==> config.mk <==
export PLATFORM = sky130hd
export DESIGN_NAME = as_path_origin_parity_filter_top
export DESIGN_NICKNAME = d
export VERILOG_FILES = /design/src/hw/rtl/aspof_pkg.sv /design/src/hw/rtl/as_path_origin_parity_filter_top.sv
export SDC_FILE = /design/constraint.sdc
export NUM_CORES = 1
export LEC_CHECK = 0
export BUFFER_PORTS_ARGS = -buffer_cell sky130_fd_sc_hd__buf_4
export CAP_MARGIN = 30
export CORE_ASPECT_RATIO = 1.75
export CORE_MARGIN = 2
export CORE_UTILIZATION = 52
export CTS_CLUSTER_SIZE = 40
export DETAILED_ROUTE_END_ITERATION = 12
export PLACE_DENSITY_LB_ADDON = 0.25
export SLEW_MARGIN = 20
export SYNTH_ARGS = -nofsm -noshare
export SYNTH_HDL_FRONTEND = slang
export SYNTH_SLANG_ARGS = --single-unit
==> constraint.sdc <==
create_clock -name clk -period 2.8 [get_ports clk]
set_clock_uncertainty 0.1 [all_clocks]
set_input_delay 0.28 -clock clk [delete_from_list [all_inputs] [get_ports clk]]
set_output_delay 0.28 -clock clk [all_outputs]
set_load 0.01 [all_outputs]
==> src/hw/rtl/aspof_pkg.sv <==
package aspof_pkg;

  // Parser phases within one attribute.
  localparam logic [1:0] PH_TYPE  = 2'd0;
  localparam logic [1:0] PH_COUNT = 2'd1;
  localparam logic [1:0] PH_ASN   = 2'd2;

  // Verdict codes on the result channel.
  localparam logic [1:0] VERDICT_ACCEPT    = 2'd0;
  localparam logic [1:0] VERDICT_REJECT    = 2'd1;
  localparam logic [1:0] VERDICT_MALFORMED = 2'd2;

  // Index of the last byte of a 4-byte AS number.
  localparam logic [1:0] ASN_LAST_BYTE = 2'd3;

endpackage

==> src/hw/rtl/as_path_origin_parity_filter_top.sv <==
// Channel   Direction  Handshake                   Payload
// byte      in         byte_valid / byte_stall     data_byte[7:0], last_byte
// result    out        result_valid / result_stall verdict[1:0], origin_asn[31:0]
//
// One attribute byte is taken per cycle while byte_stall is low.
// The parser state and a single result register are the only storage, so a
// verdict appears in the cycle after its last byte is accepted.
// The byte channel stalls only while a verdict waits and the result side stalls.
// Reset (rst, synchronous, active high) clears the parser and drops result_valid.
// After each verdict the parser returns to its reset state for the next attribute.
module as_path_origin_parity_filter_top (
  input  logic        clk,
  input  logic        rst,
  input  logic        byte_valid,
  output logic        byte_stall,
  input  logic [7:0]  data_byte,
  input  logic        last_byte,
  output logic        result_valid,
  input  logic        result_stall,
  output logic [1:0]  verdict,
  output logic [31:0] origin_asn
);

  // Parser state.
  logic [1:0]  parse_phase, parse_phase_next;
  logic [7:0]  asns_left, asns_left_next;
  logic [1:0]  byte_in_asn, byte_in_asn_next;
  logic [31:0] asn_shift, asn_shift_next;
  logic [31:0] last_asn, last_asn_next;
  logic        seen_asn, seen_asn_next;

  logic        byte_take;
  logic        result_take;
  logic [31:0] asn_shifted;
  logic [7:0]  asns_dec;
  logic        malformed;
  logic [1:0]  verdict_next;

  // A new transaction is taken whenever the result register is free or is
  // being emptied in the same cycle.
  assign byte_stall  = result_valid && result_stall;
  assign byte_take   = byte_valid && !byte_stall;
  assign result_take = result_valid && !result_stall;

  assign asn_shifted = {asn_shift[23:0], data_byte};
  assign asns_dec    = asns_left - 8'd1;

  // Next parser state for the byte on the input.
  always_comb begin
    parse_phase_next = parse_phase;
    asns_left_next   = asns_left;
    byte_in_asn_next = byte_in_asn;
    asn_shift_next   = asn_shift;
    last_asn_next    = last_asn;
    seen_asn_next    = seen_asn;
    case (parse_phase)
      aspof_pkg::PH_COUNT: begin
        // The count byte opens a segment; a zero count is a valid empty segment.
        asns_left_next   = data_byte;
        byte_in_asn_next = 2'd0;
        asn_shift_next   = 32'd0;
        parse_phase_next = (data_byte != 8'd0) ? aspof_pkg::PH_ASN : aspof_pkg::PH_TYPE;
      end
      aspof_pkg::PH_ASN: begin
        if (byte_in_asn == aspof_pkg::ASN_LAST_BYTE) begin
          // The fourth byte completes a big-endian AS number.
          last_asn_next    = asn_shifted;
          seen_asn_next    = 1'b1;
          byte_in_asn_next = 2'd0;
          asn_shift_next   = 32'd0;
          asns_left_next   = asns_dec;
          if (asns_dec == 8'd0) begin
            parse_phase_next = aspof_pkg::PH_TYPE;
          end
        end else begin
          asn_shift_next   = asn_shifted;
          byte_in_asn_next = byte_in_asn + 2'd1;
        end
      end
      default: begin
        // The segment type byte carries nothing we use; the unused phase
        // code behaves the same way.
        parse_phase_next = aspof_pkg::PH_COUNT;
      end
    endcase
  end

  // The attribute is cut short if it ends anywhere but a segment boundary.
  assign malformed = (parse_phase_next != aspof_pkg::PH_TYPE);

  always_comb begin
    if (malformed || !seen_asn_next) begin
      verdict_next = aspof_pkg::VERDICT_MALFORMED;
    end else if (last_asn_next[0]) begin
      verdict_next = aspof_pkg::VERDICT_REJECT;
    end else begin
      verdict_next = aspof_pkg::VERDICT_ACCEPT;
    end
  end

  always_ff @(posedge clk) begin
    if (rst) begin
      parse_phase <= aspof_pkg::PH_TYPE;
      asns_left   <= 8'd0;
      byte_in_asn <= 2'd0;
      asn_shift   <= 32'd0;
      last_asn    <= 32'd0;
      seen_asn    <= 1'b0;
    end else if (byte_take) begin
      if (last_byte) begin
        // The verdict closes the attribute and the parser starts over.
        parse_phase <= aspof_pkg::PH_TYPE;
        asns_left   <= 8'd0;
        byte_in_asn <= 2'd0;
        asn_shift   <= 32'd0;
        last_asn    <= 32'd0;
        seen_asn    <= 1'b0;
      end else begin
        parse_phase <= parse_phase_next;
        asns_left   <= asns_left_next;
        byte_in_asn <= byte_in_asn_next;
        asn_shift   <= asn_shift_next;
        last_asn    <= last_asn_next;
        seen_asn    <= seen_asn_next;
      end
    end
  end

  // Result register.
  always_ff @(posedge clk) begin
    if (rst) begin
      result_valid <= 1'b0;
    end else if (byte_take && last_byte) begin
      result_valid <= 1'b1;
    end else if (result_take) begin
      result_valid <= 1'b0;
    end
  end

  always_ff @(posedge clk) begin
    if (byte_take && last_byte) begin
      verdict    <= verdict_next;
      origin_asn <= last_asn_next;
    end
  end

  // A last byte always yields a verdict in the following cycle.
  assert property (@(posedge clk) disable iff (rst)
    byte_take && last_byte |=> result_valid)
    else $error("last byte accepted without a verdict");

  // Accept and reject follow the parity of the reported AS number.
  assert property (@(posedge clk) disable iff (rst)
    result_valid && (verdict != aspof_pkg::VERDICT_MALFORMED) |->
      (verdict == {1'b0, origin_asn[0]}))
    else $error("verdict does not match origin AS parity");

  // The saved AS number stays zero until one has been completed.
  assert property (@(posedge clk) disable iff (rst)
    !seen_asn |-> (last_asn == 32'd0))
    else $error("AS number held without one being seen");

  // A segment in progress always has AS numbers still due.
  assert property (@(posedge clk) disable iff (rst)
    (parse_phase == aspof_pkg::PH_ASN) |-> (asns_left != 8'd0))
    else $error("AS phase with no AS numbers left");

endmodule

==> summary.txt, run 1 <==
Outcome
  – Outcome: finished, final reports clean

Detailed routing
  – DRT Pass-1 Iters: 5
  – Total wire length: 9100 um
  – DRC viols: 0
  – Top layer in use: met4
  – Wire per inst: 17.0 um
  – DR iter-0 viols: 217
  – WL met3: 345 um
  – DR vias: 3123
  – Metal-1 WL: 3480 um
  – Post-DRT Antenna Nets: 0
  – Vias per inst: 5.84
  – Routed met2 length: 5020 um

STA
  – F_max: 431 MHz
  – Final setup violating endpoints: 0
  – Period Utilization, post-route: 82.8%
  – Fin crit period: 2.32 ns
  – Final worst slack: 0.481 ns
  – Slew at the pin closest to its max-slew limit: 0.725 ns
  – Worst Hold Margin: 0.0974 ns
  – Rel. slew slack: 51.4%
  – Final Max Slew Viols: 0
  – Final hold violations: 0
  – TNS Setup: 0 ns
  – RSZ-0062 raised after global routing: false

Die
  – Starting Density: 53.2%
  – Die Width: 71.8 um
  – Chip height: 123 um
  – Row count: 43
  – Core area: 0.00786 mm^2
  – IO Pins: 49
  – Die Area: 0.00880 mm^2

Synth
  – Most frequent cells after synthesis: dfxtp_1, nand2_1, nor2_1
  – Number of flops mapped to enable cells by yosys: 34
  – Register area share after synthesis: 58.0%
  – Gate Count Post-Synth: 397
  – Mapped Nets: 415
  – Syn Std Cell Area: 0.00418 mm^2
  – Avg Cell Area, Syn: 10.5 um^2
  – Synth Warn #: 0
  – Count leader, synth: dfxtp_1
  – Top FF cell, synth: dfxtp_1
  – Ys async rst share: 0%
  – Ranking of synthesized cells by area: dfxtp_1, edfxtp_1, mux2_2
  – Top-area cell type share of the netlist area: 33.5%
  – Most area-hungry cell type in the Yosys netlist: dfxtp_1
  – Synth Register Bits: 104
  – Netlist cell types: 38

CTS
  – CTS Sinks: 104
  – Setup Buffers After CTS: 0
  – CTS Buffer Depth: 2
  – CTS root buf: clkbuf_16
  – TritonCTS Buffers: 9
  – Resized Gates After CTS: 0
  – # H-tree levels: 3
  – Clock Latency Late Sink: 0.34 ns
  – CTS tree: built
  – Clock Pin Slew Worst Setup and Hold Paths: 0.07 ns
  – Cts hold-fix bufs: 0

Power and ir drop
  – Share of power burned in registers: 51.6%
  – Clock power share: 41.8%
  – Pwr Density: 628 mW/mm^2
  – Logic pwr share: 6.6%
  – Internal power: 0.00242 W
  – Sw power: 0.000681 W
  – Switching share of power: 22.0%
  – VDD IR max: 375 uV
  – Leak: 1.85 nW

Finish
  – Final instance area: 0.00494 mm^2
  – Area Overhead vs Synth: 18.2%
  – Layout cells sized above 1: 24.7%
  – Sequential standard cell area: 0.00242 mm^2
  – Multi-input logic area: 0.00163 mm^2
  – Final Non-Filler Cells: 535
  – Diode count: 0
  – # fillers: 643
  – Nets: 458

Placement
  – DPL Wire Length: 6080 um
  – Worst slack at placement: 0.542 ns
  – Total placed cells including tap cells: 519
  – Placed Area: 0.00462 mm^2
  – Gpl congestion: 0.842
  – Port Buf Inserts: 48

Worst setup path
  – Capturing element type of the critical path: flip-flop
  – Crit path launch type: flip-flop
  – Worst EP required: 2.89 ns
  – Worst EP arrival: 2.41 ns
  – Crit Path Class: flip-flop to flip-flop
  – Crit path max fanout: 12

Job
  – MaxCap Viol Count: 0

Global route
  – Largest net degree at the start of global routing: 40
  – Grt ovf: 0
  – All-Layer GR Usage: 22.1%
  – Initial antenna violation count: 0
  – Vias in the first global route: 2987
  – First-pass GRT wire length: 14700 um

Hold path
  – Hold Path Class: input port to flip-flop
## path summary, 6_finish.rpt
| path | from | end | slack (ns) | cells after the start |
|---|---|---|---|---|
| setup / recovery | parse_phase[1]$_SDFFE_PP0P_ | asns_left[0]$_SDFFE_PP0P_ | 0.48 | 4 |
| hold / removal | byte_valid | result_valid$_SDFFE_PP0P_ | 0.1 | 3 |
| setup reg to reg | parse_phase[1]$_SDFFE_PP0P_ | asns_left[0]$_SDFFE_PP0P_ | 0.48 | 4 |
| hold reg to reg | asn_shift[16]$_SDFFE_PP0P_ | asn_shift[16]$_SDFFE_PP0P_ | 0.36 | 2 |
## power by group through the flow
stage / clock network, W / registers, W / logic [W]
2_1_floorplan: 0 / 0.00164 / 0.000112
3_3_place_gp: 0 / 0.00163 / 0.000203
3_5_place_dp: 0 / 0.00163 / 0.000205
4_1_cts: 0.00131 / 0.00160 / 0.000206
5_1_grt: 0.00138 / 0.00160 / 0.000225
6_report: 0.00130 / 0.00160 / 0.000206
## worst max-delay path, stage by stage, from the launching register on
cell and delay (ns):
dfxtp_1 0.41, ha_1 0.48, inv_1 0.32, o211ai_1 0.68, o22ai_1 0.18
## metal layers
| layer | vias up | track usage [%] |
|---|---|---|
| li1 | 1509 | - |
| met1 | 1511 | 24.6 |
| met2 | 85 | 39.6 |
| met3 | 18 | 4.52 |
| met4 | 0 | 10.4 |
| met5 | - | 0 |
## state kept, by name, summed over array words and instances, names as in the netlist, 2 cells and up
name / count
asn_shift: 24
last_asn: 32
verdict: 2
byte_in_asn: 2
origin_asn: 32
parse_phase: 2
asns_left: 8
## cell type report
type | count | share of cell area, %
Sequential cell | 104 | 49.0
Clock buffer | 14 | 6.23
Inverter | 8 | 0.608
Timing Repair Buffer | 57 | 8.66
Tap cell | 90 | 2.28
Multi-Input combinational cell | 260 | 32.9
Clock inverter | 2 | 0.279
## placed cells by master (no fill, tap or decap), types with 3 or more instances in the layout
cell type / synthesis / routed
clkbuf_16: 0 / 12
nand4_1: 3 / 3
a22oi_1: 34 / 34
mux2_2: 32 / 32
nand2b_1: 3 / 3
dfxtp_1: 70 / 70
nor3_1: 6 / 6
nor2_1: 47 / 45
edfxtp_1: 34 / 34
o21ai_1: 5 / 5
ha_1: 5 / 5
a21oi_1: 31 / 31
o21ai_0: 6 / 6
inv_1: 8 / 8
buf_4: 0 / 57
nand2_1: 55 / 55
a31oi_1: 3 / 3
o2bb2ai_1: 6 / 6
## metrics by stage
stage / utilization, % / power, W
global route: 62.9 / 0.00321
finish: 62.9 / 0.00310
CTS: 62.9 / 0.00312
floorplan: - / 0.00175
detailed placement: 58.8 / 0.00184
global placement: 58.8 / 0.00184
## cell families after synthesis
family / count (synthesis) / share of synthesized area (%)
DFF: 104 / 58.0
adders and majority gates: 5 / 1.50
muxes: 34 / 9.10
xor gates and xnor gates: 2 / 0.419
buffers and inverters: 33 / 3.35
and+or+nand+nor: 127 / 13.3
AOI/OAI and AO/OA: 92 / 14.4
Note: power is estimated with default switching activity, not from simulation.
==> run 2: changes to the inputs <==
- CORE_UTILIZATION: 52 -> 57
- clock period: 2.8 -> 2.4 ns (I/O delays scaled with it)
==> run 2 against run 1 <==
Final cell count fell by 0.37%. Worst setup slack lost 0.14 ns. Total power rose by 9.9%. Largest power group unchanged.
==> summary.txt, run 2 (synthesis results as in run 1) <==
Outcome
  – Outcome: finished, final reports clean

Finish
  – Final Non-Filler Cells: 533
  – Biggest regs: last_asn (32), origin_asn (32), asn_shift (24)
  – Multi-input logic area: 0.00163 mm^2
  – Sequential standard cell area: 0.00242 mm^2
  – # fillers: 566
  – Most common cell after layout, fill and taps aside: dfxtp_1
  – Nets: 461
  – Most frequent cells in the layout: dfxtp_1, buf_4, nand2_1
  – Diode count: 0
  – Area Overhead vs Synth: 17.4%
  – Layout cells sized above 1: 24.8%

Power and ir drop
  – Pwr Density: 695 mW/mm^2
  – Pwr Total: 0.00341 W
  – Leak: 1.84 nW
  – VDD IR max: 449 uV

Worst setup path
  – Worst EP required: 2.49 ns
  – Capturing element type of the critical path: flip-flop
  – Worst r2r path cells: 6
  – Crit Path Class: flip-flop to flip-flop
  – Worst EP arrival: 2.15 ns
  – FF-to-FF setup slack: 0.34 ns
  – Crit path launch type: flip-flop
  – Crit path max fanout: 11

CTS
  – CTS root buf: clkbuf_16
  – Cts hold-fix bufs: 0
  – CTS Buffer Depth: 2
  – CTS tree: built
  – Resized Gates After CTS: 0
  – Clock Pin Slew Worst Setup and Hold Paths: 0.06 ns
  – CTS Sinks: 104
  – Setup Buffers After CTS: 0
  – # H-tree levels: 3
  – Clock Latency Late Sink: 0.34 ns
  – TritonCTS Buffers: 9

STA
  – F_max: 485 MHz
  – TNS Setup: 0 ns
  – Rel. slew slack: 55.8%
  – Final Max Slew Viols: 0
  – Final hold violations: 0
  – RSZ-0062 raised after global routing: false
  – Slew at the pin closest to its max-slew limit: 0.660 ns
  – Final setup violating endpoints: 0
  – Fin crit period: 2.06 ns
  – Period Utilization, post-route: 86.0%

Detailed routing
  – DRC viols: 0
  – DR iter-0 viols: 227
  – Post-DRT Antenna Nets: 0
  – Vias per inst: 5.80
  – Wire per inst: 16.6 um
  – Total wire length: 8870 um
  – DR vias: 3090
  – DRT Pass-1 Iters: 4

Die
  – Chip height: 117 um
  – Starting Density: 58.2%
  – Die Width: 68.7 um
  – Die Area: 0.00806 mm^2
  – Row count: 41
  – Core area: 0.00718 mm^2
  – IO Pins: 49

Global route
  – Initial antenna violation count: 0
  – First-pass GRT wire length: 14100 um
  – Grt ovf: 0
  – Largest net degree at the start of global routing: 40
  – All-Layer GR Usage: 23.9%
  – Vias in the first global route: 2980

Hold path
  – Hold depth: 3
  – Hold Path Class: input port to flip-flop

Job
  – MaxCap Viol Count: 0

Placement
  – DPL Wire Length: 6200 um
  – Gpl congestion: 0.866
  – Port Buf Inserts: 48
  – Total placed cells including tap cells: 518
run 2: cell type report:
cell class	instances	area share [%]
inverter	8	0.612
clock inverter	4	0.510
clock buffer	11	4.74
tap	86	2.19
multi-input combinational	260	33.1
sequential	104	49.4
timing repair buffer	60	9.43
run 2: final timing paths:
path / to / from
min reg2reg: asn_shift[16]$_SDFFE_PP0P_ / asn_shift[16]$_SDFFE_PP0P_
max: asns_left[0]$_SDFFE_PP0P_ / parse_phase[1]$_SDFFE_PP0P_
max reg2reg: asns_left[0]$_SDFFE_PP0P_ / parse_phase[1]$_SDFFE_PP0P_
min: result_valid$_SDFFE_PP0P_ / byte_valid
run 2: metal layers:
metal  vias up  global-route usage [%]  part of all wire, %
met3        20                    4.88                  4.3
met1      1479                    26.5                   38
met4         0                    12.7                  3.2
met5         -                       0                    0
li1       1509                       -                    -
met2        82                    41.8                   55
run 2: power by group:
group	switching, W	total, W	leakage (nW)	internal, W
sequential	0.0000212	0.00187	0.890	0.00185
clock	0.000606	0.00130	0.123	0.000694
combinational	0.000155	0.000242	0.823	0.0000867
total	0.000782	0.00341	1.84	0.00263
run 2: worst max-delay path, stage by stage (launching register included):
cell and delay, ns:
dfxtp_1 0.39, ha_1 0.26, buf_4 0.19, inv_1 0.06
buf_4 0.17, o211ai_1 0.56, o22ai_1 0.18
run 2: through the flow:
stage               util, %  instance area, um^2  hold slack (ns)  worst slack [ns]
floorplan                 -                 4180            0.276             0.133
global placement       64.7                 4650            0.344             0.409
detailed placement     64.7                 4650            0.349             0.359
CTS                    68.3                 4910           0.0632             0.345
global route           68.3                 4910           0.0730             0.202
finish                 68.3                 4910           0.0640             0.336
